`config.mk`:
```
export PLATFORM = sky130hd
export DESIGN_NAME = peer_address_binding_table_unit
export DESIGN_NICKNAME = d
export VERILOG_FILES = /design/src/design/pabt_pkg.sv /design/src/design/pabt_cell.sv /design/src/design/peer_address_binding_table_unit.sv
export SDC_FILE = /design/constraint.sdc
export NUM_CORES = 2
export LEC_CHECK = 0
export ABC_AREA = 1
export BUFFER_PORTS_ARGS = -buffer_cell sky130_fd_sc_hd__buf_2
export CAP_MARGIN = 20
export CORE_ASPECT_RATIO = 0.75
export CORE_MARGIN = 5
export CORE_UTILIZATION = 25
export CTS_CLUSTER_SIZE = 12
export DETAILED_ROUTE_END_ITERATION = 10
export GPL_ROUTABILITY_DRIVEN = 0
export SLEW_MARGIN = 0
export SYNTH_ARGS = -nofsm -noshare
export SYNTH_HDL_FRONTEND = slang
export SYNTH_SLANG_ARGS = --single-unit
export TNS_END_PERCENT = 30
```
`constraint.sdc`:
```
create_clock -name clk -period 23.1 [get_ports clk]
set_clock_uncertainty 0.1 [all_clocks]
set_input_delay 4.62 -clock clk [delete_from_list [all_inputs] [get_ports clk]]
set_output_delay 4.62 -clock clk [all_outputs]
set_load 0.01 [all_outputs]
```
`src/design/pabt_pkg.sv`:
```
// Package for the peer address binding table.
// Holds sizes, request and outcome codes, and the structs between top and cells.
// No dependencies.
package pabt_pkg;

  localparam int MAX_ENTRIES = 16;
  localparam int IDX_W       = (MAX_ENTRIES > 1) ? $clog2(MAX_ENTRIES) : 1;
  localparam int CNT_W       = $clog2(MAX_ENTRIES + 1);
  localparam int FUNC_W      = 2;
  localparam int ADDR_W      = 8;
  localparam int MAC_W       = 48;
  localparam int TIME_W      = 32;
  localparam int OUTC_W      = 3;
  localparam int CTR_W       = 32;

  localparam logic [TIME_W-1:0] STALE_RESET = 32'd60000;

  localparam logic [FUNC_W-1:0] FN_RECORD = 2'd0;
  localparam logic [FUNC_W-1:0] FN_LOOKUP = 2'd1;
  localparam logic [FUNC_W-1:0] FN_READ   = 2'd2;

  localparam logic [OUTC_W-1:0] OC_ADDED     = 3'd0;
  localparam logic [OUTC_W-1:0] OC_REFRESHED = 3'd1;
  localparam logic [OUTC_W-1:0] OC_CONFLICT  = 3'd2;
  localparam logic [OUTC_W-1:0] OC_REBOUND   = 3'd3;
  localparam logic [OUTC_W-1:0] OC_FULL      = 3'd4;
  localparam logic [OUTC_W-1:0] OC_HIT       = 3'd5;
  localparam logic [OUTC_W-1:0] OC_MISS      = 3'd6;

  typedef struct packed {
    logic              capture;
    logic [FUNC_W-1:0] func;
    logic [ADDR_W-1:0] key_addr;
    logic [ADDR_W-1:0] key_index;
    logic [CNT_W-1:0]  used_count;
  } look_t;

  typedef struct packed {
    logic              append;
    logic              upd_mac;
    logic              upd_seen;
    logic [CNT_W-1:0]  used_count;
    logic [ADDR_W-1:0] new_addr;
    logic [MAC_W-1:0]  new_mac;
    logic [TIME_W-1:0] new_seen;
  } wr_t;

  typedef struct packed {
    logic              hit_above;
    logic              found;
    logic [ADDR_W-1:0] addr;
    logic [MAC_W-1:0]  mac;
    logic [TIME_W-1:0] seen;
  } link_t;

endpackage

```
`src/design/pabt_cell.sv`:
```
// One table cell: holds a binding, matches the request key, passes results on.
// Depends on pabt_pkg.
module pabt_cell import pabt_pkg::*; (
  input  logic             clk,
  input  logic [IDX_W-1:0] cell_idx,
  input  look_t            look,
  input  wr_t              wr,
  input  link_t            link_in,
  output link_t            link_out
);

  logic [ADDR_W-1:0] addr_r;
  logic [MAC_W-1:0]  mac_r;
  logic [TIME_W-1:0] seen_r;
  logic              sel_r;
  logic              valid;
  logic              match;
  logic              append_me;

  assign valid     = CNT_W'(cell_idx) < look.used_count;
  assign append_me = wr.append && (CNT_W'(cell_idx) == wr.used_count);

  always_comb begin
    case (look.func)
      FN_RECORD: match = valid && (addr_r == look.key_addr);
      FN_LOOKUP: match = valid && (addr_r == look.key_addr);
      FN_READ:   match = valid && (look.key_index == ADDR_W'(cell_idx));
      default:   match = 1'b0;
    endcase
  end

  always_ff @(posedge clk) begin
    if (look.capture) begin
      sel_r <= match && !link_in.hit_above;
    end
    if (append_me) begin
      addr_r <= wr.new_addr;
      mac_r  <= wr.new_mac;
      seen_r <= wr.new_seen;
    end else begin
      if (sel_r && wr.upd_mac) begin
        mac_r <= wr.new_mac;
      end
      if (sel_r && wr.upd_seen) begin
        seen_r <= wr.new_seen;
      end
    end
  end

  always_comb begin
    link_out.hit_above = link_in.hit_above | match;
    link_out.found     = link_in.found | sel_r;
    link_out.addr      = link_in.addr | (sel_r ? addr_r : '0);
    link_out.mac       = link_in.mac  | (sel_r ? mac_r  : '0);
    link_out.seen      = link_in.seen | (sel_r ? seen_r : '0);
  end

endmodule

```
`src/design/peer_address_binding_table_unit.sv`:
```
// Top level of the peer address binding table: control, counters, output register.
// Depends on pabt_pkg and pabt_cell.
//
// Usage:
//   Input channel in_*: one request per transaction (record, lookup, read by
//   index). Output channel out_*: exactly one result transaction per request.
//   cfg_wr_en/cfg_wr_data write the stale limit in ms; write only while idle.
// Operation:
//   When a request is taken, the cell row compares its key in parallel and
//   latches the first matching cell. In the execute state that follows, the
//   selected binding is read down the cell chain; the decide step then
//   updates the cell and loads the output register. No new request is taken
//   until the decide step; the result is valid the cycle after the decide step.
// Reset:
//   Clears the entry count, the drop, conflict and rebind counters and the
//   output valid, and restores the stale limit to 60000 ms. Cell contents are
//   not cleared; cells at or beyond the entry count are never read.
// Stall:
//   While out_stall holds a result, one more request may be taken; its decide
//   step waits until the output register is free. in_stall is high from the
//   acceptance of a request until its decide step.
module peer_address_binding_table_unit import pabt_pkg::*; (
  input  logic              clk,
  input  logic              rst_n,
  input  logic              cfg_wr_en,
  input  logic [TIME_W-1:0] cfg_wr_data,
  input  logic              in_valid,
  output logic              in_stall,
  input  logic [FUNC_W-1:0] in_func,
  input  logic [ADDR_W-1:0] in_node_addr,
  input  logic [MAC_W-1:0]  in_mac_in,
  input  logic [TIME_W-1:0] in_now_ms,
  input  logic [ADDR_W-1:0] in_entry_index,
  output logic              out_valid,
  input  logic              out_stall,
  output logic [OUTC_W-1:0] out_outcome,
  output logic [MAC_W-1:0]  out_mac_out,
  output logic              out_add_peer,
  output logic              out_del_peer,
  output logic [ADDR_W-1:0] out_addr_out,
  output logic [TIME_W-1:0] out_last_seen_out,
  output logic [CNT_W-1:0]  out_entry_count,
  output logic [CTR_W-1:0]  out_dropped_count,
  output logic [CTR_W-1:0]  out_conflict_count,
  output logic [CTR_W-1:0]  out_rebind_count
);

  typedef enum logic [1:0] {
    S_IDLE = 2'b01,
    S_EXEC = 2'b10
  } state_t;

  state_t            state_r, state_nxt;
  logic [TIME_W-1:0] stale_r;
  logic [CNT_W-1:0]  used_r, used_nxt;
  logic [CTR_W-1:0]  drops_r, drops_nxt;
  logic [CTR_W-1:0]  confl_r, confl_nxt;
  logic [CTR_W-1:0]  rebind_r, rebind_nxt;

  logic [FUNC_W-1:0] req_func_r;
  logic [ADDR_W-1:0] req_addr_r;
  logic [MAC_W-1:0]  req_mac_r;
  logic [TIME_W-1:0] req_now_r;

  logic              out_valid_r, out_valid_nxt;
  logic [OUTC_W-1:0] oc_r, oc_nxt;
  logic [MAC_W-1:0]  omac_r, omac_nxt;
  logic              oadd_r, oadd_nxt;
  logic              odel_r, odel_nxt;
  logic [ADDR_W-1:0] oaddr_r, oaddr_nxt;
  logic [TIME_W-1:0] oseen_r, oseen_nxt;

  logic              accept;
  logic              decide;
  logic [TIME_W-1:0] age;
  look_t             look;
  wr_t               wr;
  link_t             links [MAX_ENTRIES+1];
  link_t             sel;

  assign in_stall = !rst_n || (state_r != S_IDLE);
  assign accept   = in_valid && !in_stall;
  assign decide   = (state_r == S_EXEC) && (!out_valid_r || !out_stall);

  always_comb begin
    look.capture    = accept;
    look.func       = in_func;
    look.key_addr   = in_node_addr;
    look.key_index  = in_entry_index;
    look.used_count = used_r;
  end

  assign links[0] = '0;

  for (genvar i = 0; i < MAX_ENTRIES; i++) begin : g_cell
    pabt_cell u_cell (
      .clk      (clk),
      .cell_idx (IDX_W'(i)),
      .look     (look),
      .wr       (wr),
      .link_in  (links[i]),
      .link_out (links[i+1])
    );
  end

  assign sel = links[MAX_ENTRIES];
  assign age = req_now_r - sel.seen;

  always_comb begin
    used_nxt      = used_r;
    drops_nxt     = drops_r;
    confl_nxt     = confl_r;
    rebind_nxt    = rebind_r;
    oc_nxt        = OC_MISS;
    omac_nxt      = '0;
    oadd_nxt      = 1'b0;
    odel_nxt      = 1'b0;
    oaddr_nxt     = '0;
    oseen_nxt     = '0;
    wr.append     = 1'b0;
    wr.upd_mac    = 1'b0;
    wr.upd_seen   = 1'b0;
    wr.used_count = used_r;
    wr.new_addr   = req_addr_r;
    wr.new_mac    = req_mac_r;
    wr.new_seen   = req_now_r;
    case (req_func_r)
      FN_RECORD: begin
        if (!sel.found) begin
          if (used_r == CNT_W'(MAX_ENTRIES)) begin
            drops_nxt = drops_r + 1'b1;
            oc_nxt    = OC_FULL;
          end else begin
            wr.append = decide;
            used_nxt  = used_r + 1'b1;
            oc_nxt    = OC_ADDED;
            oadd_nxt  = 1'b1;
          end
        end else if (sel.mac == req_mac_r) begin
          wr.upd_seen = decide;
          oc_nxt      = OC_REFRESHED;
        end else if (age <= stale_r) begin
          confl_nxt = confl_r + 1'b1;
          oc_nxt    = OC_CONFLICT;
        end else begin
          wr.upd_mac  = decide;
          wr.upd_seen = decide;
          rebind_nxt  = rebind_r + 1'b1;
          oc_nxt      = OC_REBOUND;
          omac_nxt    = sel.mac;
          oadd_nxt    = 1'b1;
          odel_nxt    = 1'b1;
        end
      end
      FN_LOOKUP: begin
        if (sel.found) begin
          oc_nxt   = OC_HIT;
          omac_nxt = sel.mac;
        end
      end
      FN_READ: begin
        if (sel.found) begin
          oc_nxt    = OC_HIT;
          omac_nxt  = sel.mac;
          oaddr_nxt = sel.addr;
          oseen_nxt = sel.seen;
        end
      end
      default: begin
        oc_nxt = OC_MISS;
      end
    endcase
  end

  always_comb begin
    state_nxt = state_r;
    case (state_r)
      S_IDLE:  if (accept) state_nxt = S_EXEC;
      S_EXEC:  if (decide) state_nxt = S_IDLE;
      default: state_nxt = S_IDLE;
    endcase
  end

  always_comb begin
    out_valid_nxt = out_valid_r;
    if (decide) begin
      out_valid_nxt = 1'b1;
    end else if (!out_stall) begin
      out_valid_nxt = 1'b0;
    end
  end

  always_ff @(posedge clk) begin
    if (!rst_n) begin
      state_r     <= S_IDLE;
      stale_r     <= STALE_RESET;
      used_r      <= '0;
      drops_r     <= '0;
      confl_r     <= '0;
      rebind_r    <= '0;
      out_valid_r <= 1'b0;
    end else begin
      state_r     <= state_nxt;
      out_valid_r <= out_valid_nxt;
      if (cfg_wr_en) begin
        stale_r <= cfg_wr_data;
      end
      if (decide) begin
        used_r   <= used_nxt;
        drops_r  <= drops_nxt;
        confl_r  <= confl_nxt;
        rebind_r <= rebind_nxt;
      end
    end
  end

  always_ff @(posedge clk) begin
    if (accept) begin
      req_func_r <= in_func;
      req_addr_r <= in_node_addr;
      req_mac_r  <= in_mac_in;
      req_now_r  <= in_now_ms;
    end
    if (decide) begin
      oc_r    <= oc_nxt;
      omac_r  <= omac_nxt;
      oadd_r  <= oadd_nxt;
      odel_r  <= odel_nxt;
      oaddr_r <= oaddr_nxt;
      oseen_r <= oseen_nxt;
    end
  end

  assign out_valid          = out_valid_r;
  assign out_outcome        = oc_r;
  assign out_mac_out        = omac_r;
  assign out_add_peer       = oadd_r;
  assign out_del_peer       = odel_r;
  assign out_addr_out       = oaddr_r;
  assign out_last_seen_out  = oseen_r;
  assign out_entry_count    = used_r;
  assign out_dropped_count  = drops_r;
  assign out_conflict_count = confl_r;
  assign out_rebind_count   = rebind_r;

  a_rise_after_exec: assert property (@(posedge clk) disable iff (!rst_n)
    $rose(out_valid_r) |-> $past(state_r == S_EXEC))
    else $error("result raised without a decide step");

  a_count_bound: assert property (@(posedge clk) disable iff (!rst_n)
    used_r <= CNT_W'(MAX_ENTRIES))
    else $error("entry count beyond table size");

  a_accept_exec: assert property (@(posedge clk) disable iff (!rst_n)
    accept |=> state_r == S_EXEC)
    else $error("accepted transaction not executed");

  a_count_step: assert property (@(posedge clk) disable iff (!rst_n)
    decide |=> (used_r == $past(used_r)) || (used_r == $past(used_r) + 1'b1))
    else $error("entry count moved by more than one");

endmodule

```
==> qor.txt <==
Global route total overflow - 0
Total negative setup slack - 0 ns
Detailed Route WL - 222000 um
Synth unique cells - 51
Largest fanout on the critical path - 50
H-tree levels - 4
GRT busiest layer - met2
Chip height - 473 um
Mapped Nets - 6213
Cell family with most CP delay - buffers and inverters
Final Instance Count excl. Fillers - 10300
Vias per inst - 4.63
Top-count cell post-synth - nand2_1
Fin area - 0.0834 sq mm
Final setup violation count - 0
Final WS setup - 12.97 ns
Worst slew margin - 0.225
CTS Root Cell - clkbuf_16
Startpoint types - input pin
Slowest stage delay, CP - 0.41 ns
# IOs - 331
Routed WL per cell - 21.6 um
Vias in the first global route - 45900
CP arrival - 5.41 ns
Mapped Area - 0.0713 sq mm
DR iter-0 viols - 5018
Max-slew violations - 0
Sw Ratio - 0.220
Largest net degree at the start of global routing - 89
IO Port Bufs - 330
Cell count after synthesis - 6005
Yosys reg bits - 1743
Fin crit share - 0.438
Power Density - 78.3 mW/mm^2
Met2 track demand over resource - 0.239
Largest area contributor in the netlist - edfxtp_1
FP Rows - 169
Met3 Usage GRT - 0.0280
Clock sinks - 1743
Logic pwr share - 0.032
Worst Setup End Kind - output port
CP Buf/Inv Count - 3
Fraction of registers with async set/reset - 0
Status - finished with violations
Worst-path cell chain - buf_2, buf_4, nand3_1, buf_2
Max cap viols - 0
Place WS - 12.98 ns
Sequential area share after synthesis - 0.715
Post-layout net count - 6580
Most frequent CP cell - buf_2
Synth warn - 0
Top cells by area, synth - edfxtp_1 (68%), nand2_1 (9.7%), dfxtp_1 (3.8%)
Placed insts - 9948
Internal power - 5.09 mW
Post-synth top area share - 0.676
Sequential fraction of design power - 0.534
Mean Syn Cell Area - 11.9 sq um
TritonCTS clock tree - done
DR pass1 iterations - 11
Area of the die - 0.296 sq mm
# DRC - 2
Worst vdd ir - 0.0609 mV
Wire length of the first global-routing pass - 319000 um
Unrepaired setup endpoints after global routing - false
Placed cell areas - 0.0777 sq mm
Ys flop type - edfxtp_1
Number of enable flip-flop cells after synthesis - 1607
Min cycle time layout - 10.13 ns
Switching power - 1.44 mW
Failing checks - DRC
Total track usage - 0.145
Hold Crit Class - reg -> reg
CTS Hold Bufs - 0
Layout cells sized above 1 - 0.114
Via Count - 47500
CP required - 18.38 ns
Final Hold Fails - 0
Clk slew on worst S/H paths - 0.06 ns
Setup repair bufs after CTS - 0
P_leak - 29.9 nW
Dpl hpwl - 132000 um
Clock network fraction of total power - 0.435
Clk buf depth - 3
Synth-to-layout area growth - 17.0%
FILL cells - 28500
Max Clock Freq - 98.7 MHz
Met1 Track Usage GR - 0.190
Initial core utilization - 0.252
Least-Margin Pin Slew - 1.16 ns
Final Power - 6.53 mW
Clk_lat worst skew - 0.86 ns
Final ANT Viol Nets - 0
DIE WIDTH - 627 um
CTS buffer count - 183
Initial antenna violation count - 29
Post_cts resized - 0
Synth cell count leaders - nand2_1 (1845), edfxtp_1 (1607), nor2_1 (450), inv_1 (349), a21oi_1 (223)
Slowest CP cell - buf_4
Critical path class - in -> out
Core box area - 0.283 sq mm
[sequential cells by signal (all words and copies together) (netlist names), 48 cells and up]
register              count
g_cell.u_cell.addr_r    128
g_cell.u_cell.mac_r     768
g_cell.u_cell.seen_r    512
out_mac_out              48
req_mac_r                48
[metrics by stage]
stage                util  hold slack [ns]
floorplan               -            0.335
global placement    0.274            0.336
detailed placement  0.274            0.344
CTS                 0.294            0.353
global route        0.295            0.384
finish              0.295            0.351
[cell type report]
cell class | count | area [sq um] | area share
Sequential cell | 1743 | 51000 | 0.611
Multi-Input combinational cell | 3658 | 18200 | 0.219
Clock buffer | 249 | 4970 | 0.0596
Tap cell | 3762 | 4710 | 0.0564
Timing Repair Buffer | 421 | 2380 | 0.0286
Inverter | 365 | 1380 | 0.0165
Clock inverter | 67 | 779 | 0.00934
Antenna cell | 4 | 10.0 | 0.000120
[worst paths after layout]
kind / to / cells after the start / from / slack [ns]
min reg2reg: out_dropped_count[31]$_SDFFE_PN0P_ / 1 / out_dropped_count[31]$_SDFFE_PN0P_ / 0.35
max: in_stall / 4 / rst_n / 12.97
max reg2reg: g_cell[6].u_cell.mac_r[44]$_DFFE_PP_ / 33 / g_cell[14].u_cell.sel_r$_DFFE_PP_ / 13.75
min: out_dropped_count[31]$_SDFFE_PN0P_ / 1 / out_dropped_count[31]$_SDFFE_PN0P_ / 0.35
[logic make-up after synthesis]
group	Yosys count	share of synthesized area
AO/OA/AOI/OAI	592	0.0518
flip-flops	1743	0.715
buffers and inverters	604	0.0355
XOR/XNOR	190	0.0233
adder cells (fa/ha/maj)	73	0.0129
AND/OR/NAND/NOR	2803	0.162
[power by group through the flow]
stage,Combinational [mW],Sequential [mW],Clock [mW]
floorplan,0.122,3.54,0
global placement,0.204,3.55,0
detailed placement,0.207,3.55,0
CTS,0.208,3.49,2.90
global route,0.227,3.49,3.04
finish,0.207,3.49,2.84
[layer usage]
metal	share of wire	vias to the layer above	routed length (um)
met5	0.00025	-	55
met4	0.034	8	7500
met3	0.078	398	17200
met2	0.47	2054	104000
met1	0.42	23400	92600
li1	-	21700	-
[cell usage in the layout (no fill, tap or decap), types with 15 or more instances in the layout]
cell type	instances
xor2_1	99
nand2_1	1842
o21ai_0	120
nand3_1	152
buf_4	87
a22o_1	67
a221oi_1	62
ha_1	72
clkinv_1	25
clkinv_2	17
nand4_1	205
clkbuf_16	187
or2_2	15
clkbuf_1	54
dfxtp_1	136
nor4_1	36
nor2_1	450
o21ai_4	30
xnor2_1	91
a21oi_1	223
edfxtp_1	1607
inv_1	347
buf_2	330
nor3_1	68
Power figures use the tool's default switching activity.
